**src/mbpe_pkg.sv**
```systemverilog
// ----------------------------------------------------------------------------
// Mono bitmap pixel expander package
// Shared constants, register indexes and the queue entry type.
// ----------------------------------------------------------------------------
package mbpe_pkg;

   // Side limits of the image
   localparam int unsigned SIDE_W   = 9;
   localparam int unsigned MAX_SIDE = 320;

   // Colour and configuration data widths
   localparam int unsigned COLOUR_W = 16;
   localparam int unsigned CSR_IDX_W = 3;

   // Default depth of the front-to-back queue
   localparam int unsigned QUEUE_DEPTH = 4;

   // Register indexes of the configuration port
   localparam logic [CSR_IDX_W-1:0] CSR_FG_COLOUR    = 3'd0;
   localparam logic [CSR_IDX_W-1:0] CSR_BG_COLOUR    = 3'd1;
   localparam logic [CSR_IDX_W-1:0] CSR_IMAGE_WIDTH  = 3'd2;
   localparam logic [CSR_IDX_W-1:0] CSR_IMAGE_HEIGHT = 3'd3;

   // Reset values of the configuration registers
   localparam logic [COLOUR_W-1:0] FG_RESET     = 16'h0000;
   localparam logic [COLOUR_W-1:0] BG_RESET     = 16'hFFFF;
   localparam logic [SIDE_W-1:0]   WIDTH_RESET  = 9'd1;
   localparam logic [SIDE_W-1:0]   HEIGHT_RESET = 9'd1;

   // One classified byte, as handed from the front to the back
   typedef struct packed {
      logic [7:0] image_byte;  // bitmap bits, leftmost pixel in bit 7
      logic [2:0] last_idx;    // index of the last pixel to emit (count - 1)
      logic       ends_row;
      logic       ends_image;
   } entry_type;

   // Clamp a side register: zero acts as one, oversize saturates
   function automatic logic [SIDE_W-1:0] clamp_side(input logic [SIDE_W-1:0] v);
      logic [SIDE_W-1:0] r;
      r = v;
      if (v == '0) begin
         r = SIDE_W'(1);
      end else if (v > SIDE_W'(MAX_SIDE)) begin
         r = SIDE_W'(MAX_SIDE);
      end
      return r;
   endfunction

endpackage

```
**src/mbpe_front.sv**
```systemverilog
// ----------------------------------------------------------------------------
// Mono bitmap pixel expander front
// Accepts bitmap bytes, tracks column and row, and classifies each byte.
// ----------------------------------------------------------------------------
module mbpe_front
   import mbpe_pkg::*;
(
   input  logic              clock,
   input  logic              reset,
   input  logic [SIDE_W-1:0] image_width,
   input  logic [SIDE_W-1:0] image_height,
   input  logic              req_valid,
   input  logic [7:0]        req_image_byte,
   input  logic              queue_full,
   output logic              req_stall,
   output logic              push,
   output entry_type         push_entry
);

   logic [SIDE_W-1:0] col_ff, col_in;
   logic [SIDE_W-1:0] row_ff, row_in;

   logic [SIDE_W-1:0] width_eff;
   logic [SIDE_W-1:0] height_eff;
   logic [SIDE_W-1:0] col_eff;
   logic [SIDE_W-1:0] row_eff;
   logic [SIDE_W-1:0] remaining;
   logic              ends_row;
   logic              ends_image;

   assign req_stall = queue_full;
   assign push      = req_valid && !queue_full;

   // Effective sides and stale counter restart
   always_comb begin
      width_eff  = clamp_side(image_width);
      height_eff = clamp_side(image_height);
      col_eff    = (col_ff >= width_eff)  ? '0 : col_ff;
      row_eff    = (row_ff >= height_eff) ? '0 : row_ff;
   end

   // Classify the byte: pixel count and row/image end
   always_comb begin
      remaining  = width_eff - col_eff;
      ends_row   = (remaining <= SIDE_W'(8));
      ends_image = ends_row &&
                   (({1'b0, row_eff} + (SIDE_W+1)'(1)) == {1'b0, height_eff});
      push_entry.image_byte = req_image_byte;
      push_entry.last_idx   = ends_row ? 3'(remaining - SIDE_W'(1)) : 3'd7;
      push_entry.ends_row   = ends_row;
      push_entry.ends_image = ends_image;
   end

   // Counter update on accept
   always_comb begin
      col_in = col_ff;
      row_in = row_ff;
      if (push) begin
         if (ends_row) begin
            col_in = '0;
            row_in = ends_image ? '0 : SIDE_W'(row_eff + SIDE_W'(1));
         end else begin
            col_in = SIDE_W'(col_eff + SIDE_W'(8));
            row_in = row_eff;
         end
      end
   end

   always_ff @(posedge clock) begin
      if (reset) begin
         col_ff <= '0;
         row_ff <= '0;
      end else begin
         col_ff <= col_in;
         row_ff <= row_in;
      end
   end

   // Image end brings both counters back to zero
   a_image_end_clears: assert property (@(posedge clock) disable iff (reset)
      push && push_entry.ends_image |=> (col_ff == '0) && (row_ff == '0))
      else $error("counters not cleared after image end");

   // An image end is always a row end
   a_image_implies_row: assert property (@(posedge clock) disable iff (reset)
      push && push_entry.ends_image |-> push_entry.ends_row)
      else $error("image end without row end");

endmodule

```
**src/mbpe_queue.sv**
```systemverilog
// ----------------------------------------------------------------------------
// Mono bitmap pixel expander queue
// Short FIFO of classified bytes between the front and the back.
// ----------------------------------------------------------------------------
module mbpe_queue
   import mbpe_pkg::*;
#(
   parameter int unsigned DEPTH = QUEUE_DEPTH
)
(
   input  logic      clock,
   input  logic      reset,
   input  logic      push,
   input  entry_type push_entry,
   input  logic      pop,
   output logic      full,
   output logic      not_empty,
   output entry_type head
);

   localparam int unsigned PTR_W = (DEPTH > 1) ? $clog2(DEPTH) : 1;
   localparam int unsigned CNT_W = $clog2(DEPTH + 1);

   entry_type         mem_ff [DEPTH];
   logic [PTR_W-1:0]  wr_ptr_ff, wr_ptr_in;
   logic [PTR_W-1:0]  rd_ptr_ff, rd_ptr_in;
   logic [CNT_W-1:0]  count_ff, count_in;

   assign full      = (count_ff == CNT_W'(DEPTH));
   assign not_empty = (count_ff != '0);
   assign head      = mem_ff[rd_ptr_ff];

   // Pointer and fill count update
   always_comb begin
      wr_ptr_in = wr_ptr_ff;
      rd_ptr_in = rd_ptr_ff;
      count_in  = count_ff;
      if (push) begin
         wr_ptr_in = (wr_ptr_ff == PTR_W'(DEPTH - 1)) ? '0 : PTR_W'(wr_ptr_ff + PTR_W'(1));
      end
      if (pop) begin
         rd_ptr_in = (rd_ptr_ff == PTR_W'(DEPTH - 1)) ? '0 : PTR_W'(rd_ptr_ff + PTR_W'(1));
      end
      if (push && !pop) begin
         count_in = CNT_W'(count_ff + CNT_W'(1));
      end else if (pop && !push) begin
         count_in = CNT_W'(count_ff - CNT_W'(1));
      end
   end

   always_ff @(posedge clock) begin
      if (reset) begin
         wr_ptr_ff <= '0;
         rd_ptr_ff <= '0;
         count_ff  <= '0;
      end else begin
         wr_ptr_ff <= wr_ptr_in;
         rd_ptr_ff <= rd_ptr_in;
         count_ff  <= count_in;
      end
   end

   // Storage
   always_ff @(posedge clock) begin
      if (push) begin
         mem_ff[wr_ptr_ff] <= push_entry;
      end
   end

   a_no_overflow: assert property (@(posedge clock) disable iff (reset)
      !(push && full && !pop))
      else $error("push into full queue");

   a_no_underflow: assert property (@(posedge clock) disable iff (reset)
      !(pop && !not_empty))
      else $error("pop from empty queue");

endmodule

```
**src/mbpe_back.sv**
```systemverilog
// ----------------------------------------------------------------------------
// Mono bitmap pixel expander back
// Expands one queued byte into its pixels, one pixel per cycle while rsp_stall is low.
// ----------------------------------------------------------------------------
module mbpe_back
   import mbpe_pkg::*;
(
   input  logic                clock,
   input  logic                reset,
   input  logic [COLOUR_W-1:0] fg_colour,
   input  logic [COLOUR_W-1:0] bg_colour,
   input  logic                q_not_empty,
   input  entry_type           q_head,
   output logic                pop,
   output logic                rsp_valid,
   input  logic                rsp_stall,
   output logic [COLOUR_W-1:0] rsp_pixel_word,
   output logic                rsp_byte_done,
   output logic                rsp_row_done,
   output logic                rsp_image_done
);

   logic                busy_ff, busy_in;
   entry_type           cur_ff, cur_in;
   logic [2:0]          k_ff, k_in;
   logic                rsp_valid_ff, rsp_valid_in;
   logic [COLOUR_W-1:0] pixel_ff;
   logic                byte_done_ff;
   logic                row_done_ff;
   logic                image_done_ff;

   logic                load_out;
   logic                emit;
   logic                last_pix;
   logic                item_end;
   logic [COLOUR_W-1:0] colour;

   // Output register is free when empty or being taken
   always_comb begin
      load_out = !rsp_valid_ff || !rsp_stall;
      emit     = busy_ff && load_out;
      last_pix = (k_ff == cur_ff.last_idx);
      item_end = emit && last_pix;
      pop      = q_not_empty && (!busy_ff || item_end);
      colour   = cur_ff.image_byte[7] ? bg_colour : fg_colour;
   end

   // Current byte: load on pop, shift one bit per emitted pixel
   always_comb begin
      busy_in = busy_ff;
      cur_in  = cur_ff;
      k_in    = k_ff;
      if (pop) begin
         busy_in = 1'b1;
         cur_in  = q_head;
         k_in    = '0;
      end else if (emit) begin
         cur_in.image_byte = {cur_ff.image_byte[6:0], 1'b0};
         k_in              = 3'(k_ff + 3'd1);
         if (last_pix) begin
            busy_in = 1'b0;
         end
      end
   end

   always_comb begin
      rsp_valid_in = rsp_valid_ff;
      if (emit) begin
         rsp_valid_in = 1'b1;
      end else if (load_out) begin
         rsp_valid_in = 1'b0;
      end
   end

   always_ff @(posedge clock) begin
      if (reset) begin
         busy_ff      <= 1'b0;
         k_ff         <= '0;
         rsp_valid_ff <= 1'b0;
      end else begin
         busy_ff      <= busy_in;
         k_ff         <= k_in;
         rsp_valid_ff <= rsp_valid_in;
      end
   end

   // Payload registers
   always_ff @(posedge clock) begin
      cur_ff <= cur_in;
      if (emit) begin
         pixel_ff      <= {colour[7:0], colour[15:8]};
         byte_done_ff  <= last_pix;
         row_done_ff   <= last_pix && cur_ff.ends_row;
         image_done_ff <= last_pix && cur_ff.ends_image;
      end
   end

   assign rsp_valid      = rsp_valid_ff;
   assign rsp_pixel_word = pixel_ff;
   assign rsp_byte_done  = byte_done_ff;
   assign rsp_row_done   = row_done_ff;
   assign rsp_image_done = image_done_ff;

   // A row end is always on the last pixel of a byte
   a_row_on_byte_end: assert property (@(posedge clock) disable iff (reset)
      rsp_valid_ff && row_done_ff |-> byte_done_ff)
      else $error("row end not on byte end");

   // Pixels of one byte follow without a gap
   a_no_gap_in_byte: assert property (@(posedge clock) disable iff (reset)
      rsp_valid_ff && !rsp_stall && !byte_done_ff |=> rsp_valid_ff)
      else $error("gap inside a byte's pixels");

endmodule

```
**src/mono_bitmap_pixel_expander.sv**
```systemverilog
// ----------------------------------------------------------------------------
// Mono bitmap pixel expander
// Expands a 1-bit-per-pixel bitmap, one byte per item, into byte-swapped
// RGB565 pixels, one pixel per result item.
// ----------------------------------------------------------------------------
//  channel | ports                          | direction | carries
//  --------+--------------------------------+-----------+----------------------
//  req     | req_valid/req_stall            | in        | one bitmap byte
//  rsp     | rsp_valid/rsp_stall            | out       | one pixel and flags
//  csr     | csr_write_enable/index/data    | in        | colours and sides
//
// Each byte yields 1 to 8 pixels, min(8, width - column); the back emits one
// pixel per cycle while rsp_stall is low. The front takes a byte every cycle
// until the queue (QUEUE_DEPTH_P entries) is full; an accepted byte passes
// the queue and the current-byte register before its first output pixel.
// Reset is synchronous and clears counters, queue and output valid; the
// configuration returns to fg 0x0000, bg 0xFFFF, width 1, height 1.
// rsp_stall holds the output register; req_stall rises only on a full queue.
// ----------------------------------------------------------------------------
module mono_bitmap_pixel_expander
   import mbpe_pkg::*;
#(
   parameter int unsigned QUEUE_DEPTH_P = QUEUE_DEPTH
)
(
   input  logic                 clock,
   input  logic                 reset,
   input  logic                 csr_write_enable,
   input  logic [CSR_IDX_W-1:0] csr_index,
   input  logic [COLOUR_W-1:0]  csr_write_data,
   input  logic                 req_valid,
   output logic                 req_stall,
   input  logic [7:0]           req_image_byte,
   output logic                 rsp_valid,
   input  logic                 rsp_stall,
   output logic [COLOUR_W-1:0]  rsp_pixel_word,
   output logic                 rsp_byte_done,
   output logic                 rsp_row_done,
   output logic                 rsp_image_done
);

   logic [COLOUR_W-1:0] fg_ff;
   logic [COLOUR_W-1:0] bg_ff;
   logic [SIDE_W-1:0]   width_ff;
   logic [SIDE_W-1:0]   height_ff;

   logic      push;
   entry_type push_entry;
   logic      pop;
   logic      q_full;
   logic      q_not_empty;
   entry_type q_head;

   // Configuration registers; high data bits of the side writes are dropped
   always_ff @(posedge clock) begin
      if (reset) begin
         fg_ff     <= FG_RESET;
         bg_ff     <= BG_RESET;
         width_ff  <= WIDTH_RESET;
         height_ff <= HEIGHT_RESET;
      end else if (csr_write_enable) begin
         case (csr_index)
            CSR_FG_COLOUR:    fg_ff     <= csr_write_data;
            CSR_BG_COLOUR:    bg_ff     <= csr_write_data;
            CSR_IMAGE_WIDTH:  width_ff  <= csr_write_data[SIDE_W-1:0];
            CSR_IMAGE_HEIGHT: height_ff <= csr_write_data[SIDE_W-1:0];
            default: ;
         endcase
      end
   end

   mbpe_front u_front (
      .clock          (clock),
      .reset          (reset),
      .image_width    (width_ff),
      .image_height   (height_ff),
      .req_valid      (req_valid),
      .req_image_byte (req_image_byte),
      .queue_full     (q_full),
      .req_stall      (req_stall),
      .push           (push),
      .push_entry     (push_entry)
   );

   mbpe_queue #(
      .DEPTH (QUEUE_DEPTH_P)
   ) u_queue (
      .clock      (clock),
      .reset      (reset),
      .push       (push),
      .push_entry (push_entry),
      .pop        (pop),
      .full       (q_full),
      .not_empty  (q_not_empty),
      .head       (q_head)
   );

   mbpe_back u_back (
      .clock          (clock),
      .reset          (reset),
      .fg_colour      (fg_ff),
      .bg_colour      (bg_ff),
      .q_not_empty    (q_not_empty),
      .q_head         (q_head),
      .pop            (pop),
      .rsp_valid      (rsp_valid),
      .rsp_stall      (rsp_stall),
      .rsp_pixel_word (rsp_pixel_word),
      .rsp_byte_done  (rsp_byte_done),
      .rsp_row_done   (rsp_row_done),
      .rsp_image_done (rsp_image_done)
   );

endmodule

```
**config.mk**
```make
export PLATFORM = sky130hd
export DESIGN_NAME = mono_bitmap_pixel_expander
export DESIGN_NICKNAME = d
export VERILOG_FILES = /design/src/mbpe_pkg.sv /design/src/mbpe_front.sv /design/src/mbpe_queue.sv /design/src/mbpe_back.sv /design/src/mono_bitmap_pixel_expander.sv
export SDC_FILE = /design/constraint.sdc
export NUM_CORES = 1
export LEC_CHECK = 0
export BUFFER_PORTS_ARGS = -buffer_cell sky130_fd_sc_hd__buf_2
export CAP_MARGIN = 30
export CORE_ASPECT_RATIO = 0.75
export CORE_MARGIN = 2
export CORE_UTILIZATION = 55
export CTS_CLUSTER_SIZE = 8
export DETAILED_ROUTE_END_ITERATION = 10
export PLACE_DENSITY = 0.76
export SYNTH_ARGS = -nofsm -noshare
export SYNTH_HDL_FRONTEND = slang
export SYNTH_SLANG_ARGS = --single-unit
```
**constraint.sdc**
```tcl
create_clock -name clock -period 5.2 [get_ports clock]
set_clock_uncertainty 0.05 [all_clocks]
set_input_delay 0.52 -clock clock [delete_from_list [all_inputs] [get_ports clock]]
set_output_delay 0.52 -clock clock [all_outputs]
set_load 0.01 [all_outputs]
```
==> impl_metrics.csv <==
group,metric,value,unit
drt,drcViolationCount,0,
clock_network,cts_buffers,17,
timing,finalSetupViolCount,0,
setup_path,worst-setup-path-type,"flop to flop",
yosys,yosysWarnings,0,
yosys,ys_ff_latch,166,
pwr,leakage,3.47,nW
min_path,min_path_type,"primary input to flop",
yosys,yosysSeqAreaShare,0.532,
clock_network,cts.sinks,166,
setup_path,reg2reg_slack,160,ps
yosys,ys_types,62,
setup_path,r2r_end,"u_front.col_ff[2]",
min_path,hold_start,"req_image_byte[4]",
die,coreArea,13800,um^2
die,die_width,142,um
timing,clock.fmax,199,MHz
die,die_h,107,um
drt,ant_nets,0,
timing,setup_ws,164,ps
pwr,ir_drop,0.233,mV
run,maxCapViolations,0,
clock_network,cts.path.max_buffers,2,
place,dp_hpwl,11300,um
setup_path,critPathRequiredTime,5470,ps
timing,slew_headroom,0.433,
final_layout,final_nets,859,
setup_path,endpoint_kind,"flop",
drt,via_count,5709,
pwr,power,4.10,mW
clock_network,cts_max_level,4,
drt,wirelength,17300,um
place,dp_slack,-97.8,ps
final_layout,layout_commonest_cell,"nand2_1",
final_layout,final_cell_mix,"nand2_1 (170), edfxtp_1 (84), dfxtp_1 (82)",
global_routing,grtUsageTotal,0.230,
global_routing,antenna_found_initial,0,
setup_path,start_kind,"flop",
clock_network,clk_latency,420,ps
yosys,syn_nets,807,
clock_network,root_buffer,"clkbuf_16",
yosys,synth_ff_type,"edfxtp_1",
die,fp.dieArea,15200,um^2
drt,vias_per_cell,5.84,
final_layout,diodes,0,
yosys,ys_async_sr_fraction,0,
timing,drv_slew,0,
timing,post-route-period-util,0.969,
drt,drt-initial-drc-count,360,
final_layout,syn_to_final_growth,14.4,%
final_layout,fin_util,0.649,
clock_network,cts_tree,"done",
die,core.rowCount,37,
timing,hold_viol_final,0,
final_layout,instances_no_fill,977,
min_path,hold_end,"u_queue.mem_ff[3][9]",
yosys,syn_inst,737,
clock_network,path_clk_slew,70,ps
setup_path,crit_arrival,5300,ps
die,ios,53,
global_routing,overflow,0,
drt,firstDrtPassIters,5,
setup_path,r2r-start,"width_ff[3]",
yosys,syn_avg_cell_area,10.6,um^2
place,portBuffers,52,
global_routing,grt_max_degree,77,
run_status,status,"finished clean",
global_routing,grt_pass1_vias,5371,
place,dp.cells,939,
timing,fin_crit,5040,ps
global_routing,grt_pass1_wl,26900,um
drt,avgRoutedWirePerCell,17.7,um
timing,max_slew.worst_pin.slew,849,ps
yosys,syn_area,7820,um^2
pwr,pwr_density_cell,458,nW/um^2
final_layout,nFillCells,1028,
yosys,synth-edff-count,84,
min_path,hold_depth,1,
place,place_congestion,0.957,
setup_path,cp_max_fo,5,
final_layout,drive_gt1_frac,0.200,
setup_path,reg2reg_depth,23,
die,start_util,0.567,
[cells in the mapped netlist, types with 12 or more instances]
| master | number | share of area |
|---|---|---|
| xnor2_1 | 12 | 0.013 |
| nor3_1 | 20 | 0.013 |
| xor2_1 | 14 | 0.016 |
| edfxtp_1 | 84 | 0.32 |
| inv_1 | 22 | 0.011 |
| a21oi_1 | 53 | 0.034 |
| o21ai_0 | 12 | 0.0077 |
| mux4_2 | 13 | 0.037 |
| ha_1 | 36 | 0.058 |
| clkbuf_1 | 24 | 0.012 |
| and2_1 | 14 | 0.011 |
| nor2_1 | 27 | 0.013 |
| nand2_1 | 171 | 0.082 |
| nand3b_1 | 19 | 0.018 |
| dfxtp_1 | 82 | 0.21 |
| mux2_2 | 17 | 0.024 |
[state kept, by name (all words and copies together), names as in the netlist, named ones only]
| signal | count |
|---|---|
| u_queue.count_ff | 3 |
| u_back.rsp_byte_done | 1 |
| u_front.row_ff | 9 |
| u_queue.rd_ptr_ff | 2 |
| width_ff | 9 |
| u_back.rsp_image_done | 1 |
| u_front.col_ff | 9 |
| u_queue.wr_ptr_ff | 2 |
| bg_ff | 16 |
| u_back.cur_ff | 13 |
| u_back.k_ff | 3 |
| u_back.rsp_valid | 1 |
| fg_ff | 16 |
| u_back.rsp_pixel_word | 16 |
| u_back.rsp_row_done | 1 |
| u_queue.mem_ff | 52 |
| height_ff | 9 |
| u_back.busy_ff | 1 |
[how the worst max path moves through the flow]
stage	endpoint	start	slack [ps]
4_1_cts	u_front.row_ff[6]	width_ff[0]	40
2_1_floorplan	u_queue.mem_ff[0][4]	width_ff[0]	280
6_report	u_front.col_ff[2]	width_ff[3]	160
3_5_place_dp	u_front.col_ff[0]	width_ff[0]	-100
3_3_place_gp	u_front.col_ff[1]	width_ff[0]	90
5_1_grt	u_front.col_ff[2]	width_ff[3]	-70
[repair_timing]
item | CTS | global route
pin swaps | 0 | 11
gates cloned | 0 | 1
hold buffers | 0 | 0
gates resized for setup | 3 | 20
endpoints found under the setup margin | 26 | 38
buffers inserted | 0 | 4
endpoints found under the hold margin | 0 | 0
[through the flow]
stage          TNS, ps  hold WS (ps)  instance area, um^2
2_1_floorplan        0           380                 7820
3_3_place_gp         0           390                 8220
3_5_place_dp      -849           396                 8220
4_1_cts              0           249                 8800
5_1_grt          -1180           249                 8950
6_report             0           263                 8950
[routing by layer]
metal | track usage | vias up | wire length [um]
li1 | - | 2733 | -
met1 | 0.304 | 2771 | 7810
met2 | 0.379 | 172 | 8280
met3 | 0.0520 | 33 | 835
met4 | 0.0764 | 0 | 341
met5 | 0 | - | 0
[power breakdown]
group	internal, mW	switching, mW
Clock	0.695	0.519
Combinational	0.484	0.600
Sequential	1.67	0.130
Total	2.85	1.25
[final cells by class]
class	instances	area (um^2)	area share
timing repair buffer	64	370	0.0414
sequential	166	4160	0.465
inverter	22	82.6	0.00922
clock inverter	8	61.3	0.00685
multi-input combinational	518	3540	0.396
tap	175	219	0.0245
clock buffer	24	512	0.0572
[kinds of logic (layout without fill, tap and decap cells)]
family / count (synthesis) / count (layout) / share of synthesized area
and+or+nand+nor: 301 / 302 / 0.183
adders and majority gates: 38 / 38 / 0.0627
DFF: 166 / 166 / 0.532
xor gates and xnor gates: 26 / 26 / 0.0291
AOI/OAI and AO/OA: 119 / 119 / 0.0996
muxes: 33 / 33 / 0.0657
buffers and inverters: 54 / 118 / 0.0275
[worst max-delay path, cell delays in order, from the launching register on]
cell and delay (ps):
dfxtp_1 330, nor4_2 310, nand2_1 80, a21o_1 190
nand2_2 110, nand2_1 100, ha_1 280, and3_4 180
a221o_1 350, a31oi_4 210, nor2_4 80, nor3_2 200
ha_2 190, inv_1 60, fa_2 380, a211oi_2 300
o21ai_1 100, a31oi_1 210, xnor2_1 120, xnor2_1 260
and4_4 340, nor3_2 90, o21ba_2 230, and2_1 160
(Power assumes the default switching activity.)
